==> config.mk <==
export PLATFORM = sky130hd
export DESIGN_NAME = bbtr_ctrl
export DESIGN_NICKNAME = d
export VERILOG_FILES = /design/src/design/bbtr_pkg.sv /design/src/design/bbtr_ctrl.sv
export SDC_FILE = /design/constraint.sdc
export NUM_CORES = 1
export LEC_CHECK = 0
export ABC_AREA = 1
export BUFFER_PORTS_ARGS = -buffer_cell sky130_fd_sc_hd__buf_2
export CAP_MARGIN = 5
export CORE_AREA = 2 2 39 41
export CTS_CLUSTER_DIAMETER = 40
export DETAILED_ROUTE_END_ITERATION = 8
export DIE_AREA = 0 0 41 43
export GPL_TIMING_DRIVEN = 0
export RECOVER_POWER = 100
export SYNTH_ARGS = -nofsm -noshare
export SYNTH_HDL_FRONTEND = slang
export SYNTH_SLANG_ARGS = --single-unit
==> constraint.sdc <==
create_clock -name clk -period 0.9 [get_ports clk]
set_input_delay 0.09 -clock clk [delete_from_list [all_inputs] [get_ports clk]]
set_output_delay 0.09 -clock clk [all_outputs]
set_load 0.005 [all_outputs]
==> src/design/bbtr_pkg.sv <==
// Shared types and constants for the bounding-box triangle rasterizer.
// Used by bbtr_ctrl, bbtr_dpath and bounding_box_triangle_raster.
package bbtr_pkg;

  localparam int TILE_SIZE_DEF = 64;
  localparam int NUM_VERT      = 3;
  localparam int COORD_W       = 6;
  localparam int DIFF_W        = COORD_W + 1;
  localparam int EDGE_W        = 16;
  localparam int COLOR_W       = 32;
  localparam int ROWS_W        = 64;
  localparam int S_DATA_W      = 72;
  localparam int M_DATA_W      = 104;

  typedef logic [COORD_W-1:0]        coord_t;
  typedef logic signed [DIFF_W-1:0]  diff_t;
  typedef logic signed [EDGE_W-1:0]  edge_t;
  typedef logic [COLOR_W-1:0]        color_t;
  typedef logic [ROWS_W-1:0]         rows_t;

  // Edge being set up: a->b, b->c, c->a
  typedef enum logic [1:0] {
    EDGE_AB,
    EDGE_BC,
    EDGE_CA
  } edge_id_t;

  // Controller to datapath commands
  typedef struct packed {
    logic     load;
    logic     box;
    logic     base;
    edge_id_t edge_sel;
    logic     init;
    logic     emit;
  } cmd_t;

  // Datapath to controller status
  typedef struct packed {
    logic last_col;
  } status_t;

endpackage

==> src/design/bbtr_ctrl.sv <==
// Sequencer for the triangle rasterizer: setup steps, then one column per cycle while the output is not stalled.
// Depends on bbtr_pkg (cmd_t, status_t, edge_id_t).
module bbtr_ctrl (
  input  logic              clk,
  input  logic              rst,
  input  logic              s_tvalid,
  output logic              s_tready,
  output logic              m_tvalid,
  input  logic              m_tready,
  input  bbtr_pkg::status_t status,
  output bbtr_pkg::cmd_t    cmd
);

  typedef enum logic [2:0] {
    IDLE,
    BOX,
    BASE,
    INIT,
    WALK
  } state_t;

  state_t             state;
  bbtr_pkg::edge_id_t edge_cnt;
  bbtr_pkg::edge_id_t edge_cnt_next;

  assign s_tready = (state == IDLE);

  // next edge to set up
  always_comb begin
    case (edge_cnt)
      bbtr_pkg::EDGE_AB: edge_cnt_next = bbtr_pkg::EDGE_BC;
      bbtr_pkg::EDGE_BC: edge_cnt_next = bbtr_pkg::EDGE_CA;
      default:           edge_cnt_next = bbtr_pkg::EDGE_AB;
    endcase
  end

  // command decode
  always_comb begin
    cmd = '0;
    case (state)
      IDLE: cmd.load = s_tvalid;
      BOX:  cmd.box  = 1'b1;
      BASE: begin
        cmd.base     = 1'b1;
        cmd.edge_sel = edge_cnt;
      end
      INIT: cmd.init = 1'b1;
      WALK: cmd.emit = !m_tvalid || m_tready;
      default: cmd = '0;
    endcase
  end

  // state and output valid
  always_ff @(posedge clk) begin
    if (rst) begin
      state    <= IDLE;
      edge_cnt <= bbtr_pkg::EDGE_AB;
      m_tvalid <= 1'b0;
    end else begin
      case (state)
        IDLE: begin
          if (s_tvalid) state <= BOX;
        end
        BOX: begin
          state    <= BASE;
          edge_cnt <= bbtr_pkg::EDGE_AB;
        end
        BASE: begin
          if (edge_cnt == bbtr_pkg::EDGE_CA) state <= INIT;
          else edge_cnt <= edge_cnt_next;
        end
        INIT: state <= WALK;
        WALK: begin
          if (cmd.emit && status.last_col) state <= IDLE;
        end
        default: state <= IDLE;
      endcase

      if (cmd.emit) m_tvalid <= 1'b1;
      else if (m_tready) m_tvalid <= 1'b0;
    end
  end

endmodule

### Word level (Yosys, flattened, before mapping)

Cells that the tools add are included.

* register bits: 6
* input bits: 5
* memories kept: 0
* bits in latches: 0
* bits in read-only memories: 0
* word-level logic and storage cells: 36
* bits in writable memories: 0
* output and inout port bits: 9

* multipliers: 0
* divide/modulo/power cells: 0
* $lt $le $gt $ge: 0
* bitwise operators: 0
* equal/unequal tests: 10
* multiplexer cells: 14
* reduce and logical (&&, ||, !) cells: 9
* shift operators: 0
* $add $sub $neg: 0

Operator list (number)
* 3-bit one-hot mux with 5 select lines: 1
* 3-bit 2-to-1 mux: 4
* 2-bit inequality test, second input constant: 4
* 2-bit one-hot mux with 2 select lines: 2
* 3-bit by 2-bit == test with 1-bit output, second input constant: 2
* 1-bit 2-to-1 mux: 6
* 2-bit nonzero test: 2
* 3-bit by 1-bit == test with 1-bit output, second input constant: 1
* 3-bit == test, second input constant: 1
* 3-bit zero test: 1
* 3-bit AND reduction: 1
* 2-bit by 1-bit == test with 1-bit output, second input constant: 1
* 2-bit == test, second input constant: 1
* 2-bit zero test: 1
* 2-bit 2-to-1 mux: 1
* 2-bit AND reduction: 1
* 1-bit logical AND: 1
* 1-bit zero test: 1
* 1-bit logical OR: 1

### Depth between registers and ports, before layout

Gate-level depths: netlist of the first run.

* depth after elaboration: 6
* mapped depth: 6
* gate-level depth less buffers: 6

### Least setup slack after synthesis of the first run

Ideal clock, no wire load.

* path type: register to register
* from: register state[2]
* to: register edge_cnt[1]
* setup time: 0.066 ns
* slack: 0.029 ns
* buffers on the path: 0
* data arrival time: 0.805 ns
* cell stages (with the launch flop): 6
* clock period less this slack: 0.871 ns
* path through: dfxtp_1 -> nor2_4 -> nand3_2 -> clkinv_2 -> nand2_1 -> a21oi_2

* word-level cells in the longest chain between the ends: 3

RTL lines
* start, declared: RTL line bbtr_ctrl.sv:22 `state_t state;`
* start signal, assigned: RTL line bbtr_ctrl.sv:56 `state <= IDLE;`
* start signal, assigned: RTL line bbtr_ctrl.sv:62 `if (s_tvalid) state <= BOX;`
* start signal, assigned: RTL line bbtr_ctrl.sv:65 `state <= BASE;`
* 3-bit by 2-bit == test with 1-bit output or 3-bit by 1-bit == test with 1-bit output (tied branches): RTL line bbtr_ctrl.sv:60 `case (state)`
* 2-bit inequality test (no line) or 2-bit nonzero test (tied branches)
* 2-bit AND reduction (no line)
* end signal, assigned: RTL line bbtr_ctrl.sv:57 `edge_cnt <= bbtr_pkg::EDGE_AB;`
* end signal, assigned: RTL line bbtr_ctrl.sv:66 `edge_cnt <= bbtr_pkg::EDGE_AB;`
* end signal, assigned: RTL line bbtr_ctrl.sv:70 `else edge_cnt <= edge_cnt_next;`
* end, declared: RTL line bbtr_ctrl.sv:23 `bbtr_pkg::edge_id_t edge_cnt;`

Parallel ways exist; a longest one is shown, timed or not.
A chain may end at the register's enable or synchronous reset.

==> summary.txt, run 1 <==
Outcome
  • Status: finished with violations
  • Failing checks: setup timing

STA
  • Tmin final: roughly 1.2 ns
  • Finish-stage setup viols: 11
  • Tcrit/Tclk final: 1.28
  • Worst-margin pin slew: around 0.16 ns
  • Pins over their slew limit: 0
  • Hold_ws: between 0.08 and 0.09 ns
  • RSZ-0062 raised after global routing: yes
  • Slew Limit Headroom: 0.892
  • Final hold violation count: 0
  • Clock Skew: ~0.0012 ns
  • Final WS setup: -0.256 ns
  • Final TNS setup: -2.00 ns
  • Max Clock Freq: slightly below 0.9 GHz

Job
  • Max cap viols: 0

Yosys
  • Ys async rst share: 0
  • Top post-synthesis cells by area: dfxtp_1 37%, nand3_1 9.1%, inv_1 6.8%
  • Post-synth EDFFs: 0
  • Syn Nets: about 50
  • Sequential fraction of the synthesis area: 0.365
  • Synth top cells by count: 6 x dfxtp_1, 6 x inv_1, 6 x nand3_1
  • Area leader, netlist: dfxtp_1
  • Ys flop type: dfxtp_1
  • YS warnings: 0
  • Post-synthesis register bit count: 6
  • Cell area after synthesis: approximately 330 µm²
  • Share of the synthesized area in the top cell type: 0.365
  • Count of cell types in the netlist: 15
  • Mapped Cells: 46
  • Syn Area/Cell: 7.15 µm²

Final layout
  • Fillers: about 150
  • Fraction of layout cells with a size suffix above 1: 0.714
  • Ant diodes: 0
  • Area Growth Syn to Fin: 78.3%
  • Final net count: 77

Routing
  • DR vias/cell: between 4 and 5
  • Detailed-route via count: around 390
  • DR iter-0 viols: 5
  • Final wirelength: just over 900 µm
  • DRC viols: 0
  • Wire per inst: 10.7 µm
  • DRT Pass-1 Iters: 4
  • Antenna Nets Post-Route: 0

Clock tree
  • Clock Latency Late Sink: between 0.2 and 0.3 ns
  • CTS H-Tree Depth: 1
  • Num CTS Buffers: 3
  • CTS Hold Bufs: 0
  • CTS tree: built
  • Clock buffer depth: 2
  • # clock sinks: 6
  • Root buffer cell: clkbuf_4
  • Clk slew on worst S/H paths: approximately 0.050 ns

Global route
  • Total GRT Usage: 0.129
  • First-pass GRT wire length: 1460 µm
  • Largest net degree at the start of global routing: 7
  • Antenna violations before repair: 0
  • Remaining global-route overflow: 0
  • Via count of the first global-routing pass: 360

Die
  • # IOs: 14
  • # rows: 14
  • Initial Utilization: 0.238
  • Die ar.: approximately 1800 µm²
  • Core area: between 1000 and 1500 µm²
  • Die Width: about 41 µm
  • Die Y: 43 µm

Worst setup path
  • CP Max Fanout: 3
  • Top cell family by delay on the critical path: flip-flops
  • Critical path launch point type: flip-flop
  • Crit. End Element: output port
  • WP data required: just over 0.8 ns
  • Worst Path Class, Setup: reg -> out
  • Worst path cell trace: inv_4 > nand2_4 > buf_4 > nor3_2 > buf_2
  • Worst Path Arrival: ~1.1 ns
  • Buffers plus inverters on the worst setup path: 3
  • Crit-path max cell delay: 0.36 ns
  • Crit-path slowest cell: dfxtp_4

Pwr
  • Static leakage: around 0.28 nW
  • Maximum vdd ir drop: 0.781 mV
  • Power per cell area: ~1900 nW/µm²

Placed design
  • # port buffers: 13
  • Final HPWL DP: 526 µm
  • Placer Congestion: 0.781

Hold path
  • Hold Crit Class: in -> reg
## cell usage in the layout, fill, tap and decap left out
cell	instances
buf_4	7
nor3_2	1
nand2_1	3
dfxtp_4	3
nand2_2	2
clkbuf_4	3
nor2_4	2
nor2_2	1
nand4_1	1
nand2_4	2
buf_6	3
inv_1	6
nand3_4	1
a21oi_2	3
inv_4	3
dfxtp_1	3
nand3_1	2
buf_2	11
clkinv_2	1
nor2_1	2
inv_2	2
a21oi_1	3
nand3_2	5
## cell type report
| cell class | instances | area (µm²) | area share |
|---|---|---|---|
| Inverter | 12 | 53.8 | 0.0917 |
| Multi-Input combinational cell | 28 | 218 | 0.371 |
| Sequential cell | 6 | 131 | 0.224 |
| Timing Repair Buffer | 21 | 141 | 0.241 |
| Tap cell | 16 | 20.0 | 0.0341 |
| Clock buffer | 3 | 22.5 | 0.0384 |
## final timing paths
check             slack [ns]                      from                        to  depth (start not counted)
setup / recovery       -0.26     state[0]$_SDFFE_PP0P_                    cmd[6]                          5
hold / removal          0.08                       rst  edge_cnt[0]$_SDFFE_PP0P_                          2
setup reg to reg       -0.16     state[0]$_SDFFE_PP0P_     state[0]$_SDFFE_PP0P_                          6
hold reg to reg         0.51  edge_cnt[1]$_SDFFE_PP0P_  edge_cnt[1]$_SDFFE_PP0P_                          2
## what timing repair did
action,in CTS,in global routing
pin swaps,5,5
setup endpoints to repair,13,12
gates resized for setup,18,8
setup buffers,4,6
## layer usage
metal | routed length [µm] | part of all wire | track usage
met1 | 341 | 0.37 | 0.134
met2 | 480 | 0.52 | 0.188
met4 | 25 | 0.027 | 0.0800
met3 | 73 | 0.079 | 0.0785
met5 | 0 | 0 | 0
## cells by family (layout without fill, tap and decap cells)
| logic type | after synthesis | count (layout) | synth area share |
|---|---|---|---|
| AOI/OAI and AO/OA | 6 | 6 | 0.114 |
| buffers and inverters | 12 | 36 | 0.144 |
| DFF | 6 | 6 | 0.365 |
| and+or+nand+nor | 22 | 22 | 0.376 |
## state kept, by name (all words and copies together), names as in the netlist
register / flops
m_tvalid: 1
state: 3
edge_cnt: 2
## worst reg2reg max path: stages, from the launching register on
cell and delay [ns]:
dfxtp_4 0.36, nor2_4 0.16, buf_4 0.13, buf_6 0.10, nand3_1 0.06, nand4_1 0.10, nor2_1 0.04
## stage by stage
step | util | cells | setup WS (ns) | total power [mW] | cell area [µm²]
after floorplan | - | 46 | 0.0287 | 0.522 | 329
after global placement | 0.299 | 75 | -0.111 | 0.610 | 414
after detailed placement | 0.299 | 75 | -0.126 | 0.611 | 414
after CTS | 0.383 | 82 | -0.289 | 1.02 | 531
after global routing | 0.424 | 86 | -0.320 | 1.17 | 587
final | 0.424 | 86 | -0.256 | 1.10 | 587
## power breakdown
group	leakage (nW)	internal [mW]	total [mW]	switching, mW
combinational	0.212	0.246	0.492	0.247
clock	0.0138	0.152	0.259	0.108
sequential	0.0510	0.307	0.350	0.0431
Power figures use the tool's default switching activity.
==> inputs of run 2 (changes only) <==
Settings changed: SKIP_CTS_REPAIR_TIMING set to 1, TNS_END_PERCENT set to 50.
==> run 2 against run 1 <==
The run still ends with setup timing left. Routed wire length shrank 15%. Core utilization shrank 6.4 points. Clock-buffer cell count is the same. First-iteration DRC count grew 20%. Worst setup slack lost 0.025 ns. Critical path depth grew 1. Sequential power grew 1%. Maximum frequency shrank 2.1%. Clock power is essentially flat. Register-to-register slack gained 0.07 ns. Critical endpoint is now cmd[0]. Largest cell class unchanged. Largest power group is now registers.
==> summary.txt, run 2 (synthesis results as in run 1) <==
Outcome
  • Status: finished with violations
  • Failing checks: setup timing

Job
  • Max cap viols: 0

Clock tree
  • Clock buffer depth: 2
  • CTS H-Tree Depth: 1
  • Clock Latency Late Sink: 0.25 ns
  • Root buffer cell: clkbuf_4
  • # clock sinks: 6
  • Num CTS Buffers: 3
  • Clk slew on worst S/H paths: around 0.050 ns
  • CTS tree: built

Routing
  • DRT Pass-1 Iters: 3
  • Wire per inst: slightly below 10 µm
  • Final wirelength: ~800 µm
  • DR vias/cell: between 4 and 5
  • DRC viols: 0
  • Antenna Nets Post-Route: 0
  • DR iter-0 viols: 6
  • Detailed-route via count: ~360

Die
  • Die Y: about 43 µm
  • Core area: about 1400 µm²
  • Die Width: 41 µm
  • # rows: 14
  • # IOs: 14
  • Initial Utilization: 0.238
  • Die ar.: 1760 µm²

Worst setup path
  • WP data required: 0.81 ns
  • Crit. End Element: output port
  • CP Max Fanout: 5
  • Worst Path Arrival: roughly 1.1 ns
  • Crit-path max cell delay: 0.36 ns
  • Worst Path Class, Setup: reg -> out
  • Crit-path slowest cell: dfxtp_4
  • Buffers plus inverters on the worst setup path: 3
  • Top cell family by delay on the critical path: flip-flops
  • Critical path launch point type: flip-flop
  • Worst path cell trace: inv_4 > nand2_4 > nor2_4 > inv_2 > a21oi_2 > buf_2

Placed design
  • Placed Area: between 400 and 500 µm²
  • Placer Congestion: approximately 0.78
  • Final HPWL DP: about 530 µm
  • # port buffers: 13

Global route
  • Via count of the first global-routing pass: between 200 and 300
  • Total GRT Usage: 0.107
  • Largest net degree at the start of global routing: 7
  • Remaining global-route overflow: 0
  • Antenna violations before repair: 0
  • First-pass GRT wire length: 1170 µm

STA
  • Hold_ws: approximately 0.084 ns
  • RSZ-0062 raised after global routing: yes
  • Max Clock Freq: about 0.85 GHz
  • Final hold violation count: 0
  • Finish-stage setup viols: 11
  • Slew Limit Headroom: 0.888
  • Final TNS setup: -1.68 ns
  • Clock Skew: about 0.0022 ns
  • Worst-margin pin slew: around 0.17 ns
  • Tcrit/Tclk final: 1.31
  • Tmin final: around 1.2 ns
  • Final WS setup: -0.281 ns
  • Pins over their slew limit: 0

Pwr
  • Internal power: 619 µW
  • Maximum vdd ir drop: around 0.65 mV
  • Seq pwr share: 0.375
  • Net Sw Frac: 0.346
  • P_sw: between 300 and 400 µW
  • Total power: 946 µW
  • Logic pwr share: 0.353
  • Static leakage: about 0.24 nW
  • Power per cell area: between 1500 and 2000 nW/µm²
  • Clock Power Share: 0.272

Final layout
  • Ant diodes: 0
  • Reg with most FFs: state
  • Final net count: between 70 and 80
  • Top flop regs: state (3), edge_cnt (2), m_tvalid (1)
  • Commonest non-fill, non-tap cell in the layout: buf_2
  • Fraction of layout cells with a size suffix above 1: 0.569
  • Area Growth Syn to Fin: 51.3%
  • Most frequent cells in the layout: 10 x buf_2, 6 x inv_1, 6 x nand3_1
  • Final core occ: 0.360
  • Largest register FFs: 3
  • Final Instance Area: about 500 µm²

Hold path
  • Hold Crit Class: in -> reg
run 2: cell types whose count changed in the layout (fill, tap and decap cells not counted), sizes merged:
cell    delta
clkinv     +1
buf        -6
inv        -1
clkbuf     +1
run 2: worst register-to-register path, stage by stage (launching register included):
cell     delay (ns)
dfxtp_4        0.36
nor2_4         0.14
buf_4          0.13
nand3_1        0.10
nand3_1        0.10
a21oi_2        0.05
run 2: worst paths after layout:
kind | from | endpoint | slack (ns) | cells after the start
setup / recovery | state[1]$_SDFFE_PP0P_ | cmd[0] | -0.28 | 6
hold / removal | rst | edge_cnt[0]$_SDFFE_PP0P_ | 0.08 | 2
setup reg to reg | state[0]$_SDFFE_PP0P_ | edge_cnt[0]$_SDFFE_PP0P_ | -0.09 | 5
hold reg to reg | edge_cnt[1]$_SDFFE_PP0P_ | edge_cnt[1]$_SDFFE_PP0P_ | 0.50 | 2
run 2: final cells by class:
type | instances | area [µm²]
Multi-Input combinational cell | 28 | 175
Inverter | 12 | 50.0
Fill cell | 154 | 886
Sequential cell | 6 | 131
Clock buffer | 3 | 22.5
Timing Repair Buffer | 16 | 98.8
Tap cell | 16 | 20.0
run 2: routing by layer:
layer | vias to the layer above | GRT usage | routed length, µm
li1 | 185 | - | -
met4 | 0 | 0.0800 | 25
met5 | - | 0 | 0
met2 | 13 | 0.134 | 352
met3 | 4 | 0.0785 | 79
met1 | 153 | 0.117 | 321
run 2: power groups by stage:
stage,clock (mW),combinational [mW],sequential [mW]
final,0.257,0.334,0.355
after global routing,0.281,0.370,0.362
after CTS,0.265,0.262,0.344
after detailed placement,0,0.263,0.348
after global placement,0,0.261,0.349
after floorplan,0,0.180,0.342
run 2: through the flow:
step           worst slack (ns)  instances
4_1_cts                  -0.400         78
2_1_floorplan            0.0287         46
5_1_grt                  -0.365         81
6_report                 -0.281         81
3_5_place_dp             -0.126         75
3_3_place_gp             -0.111         75
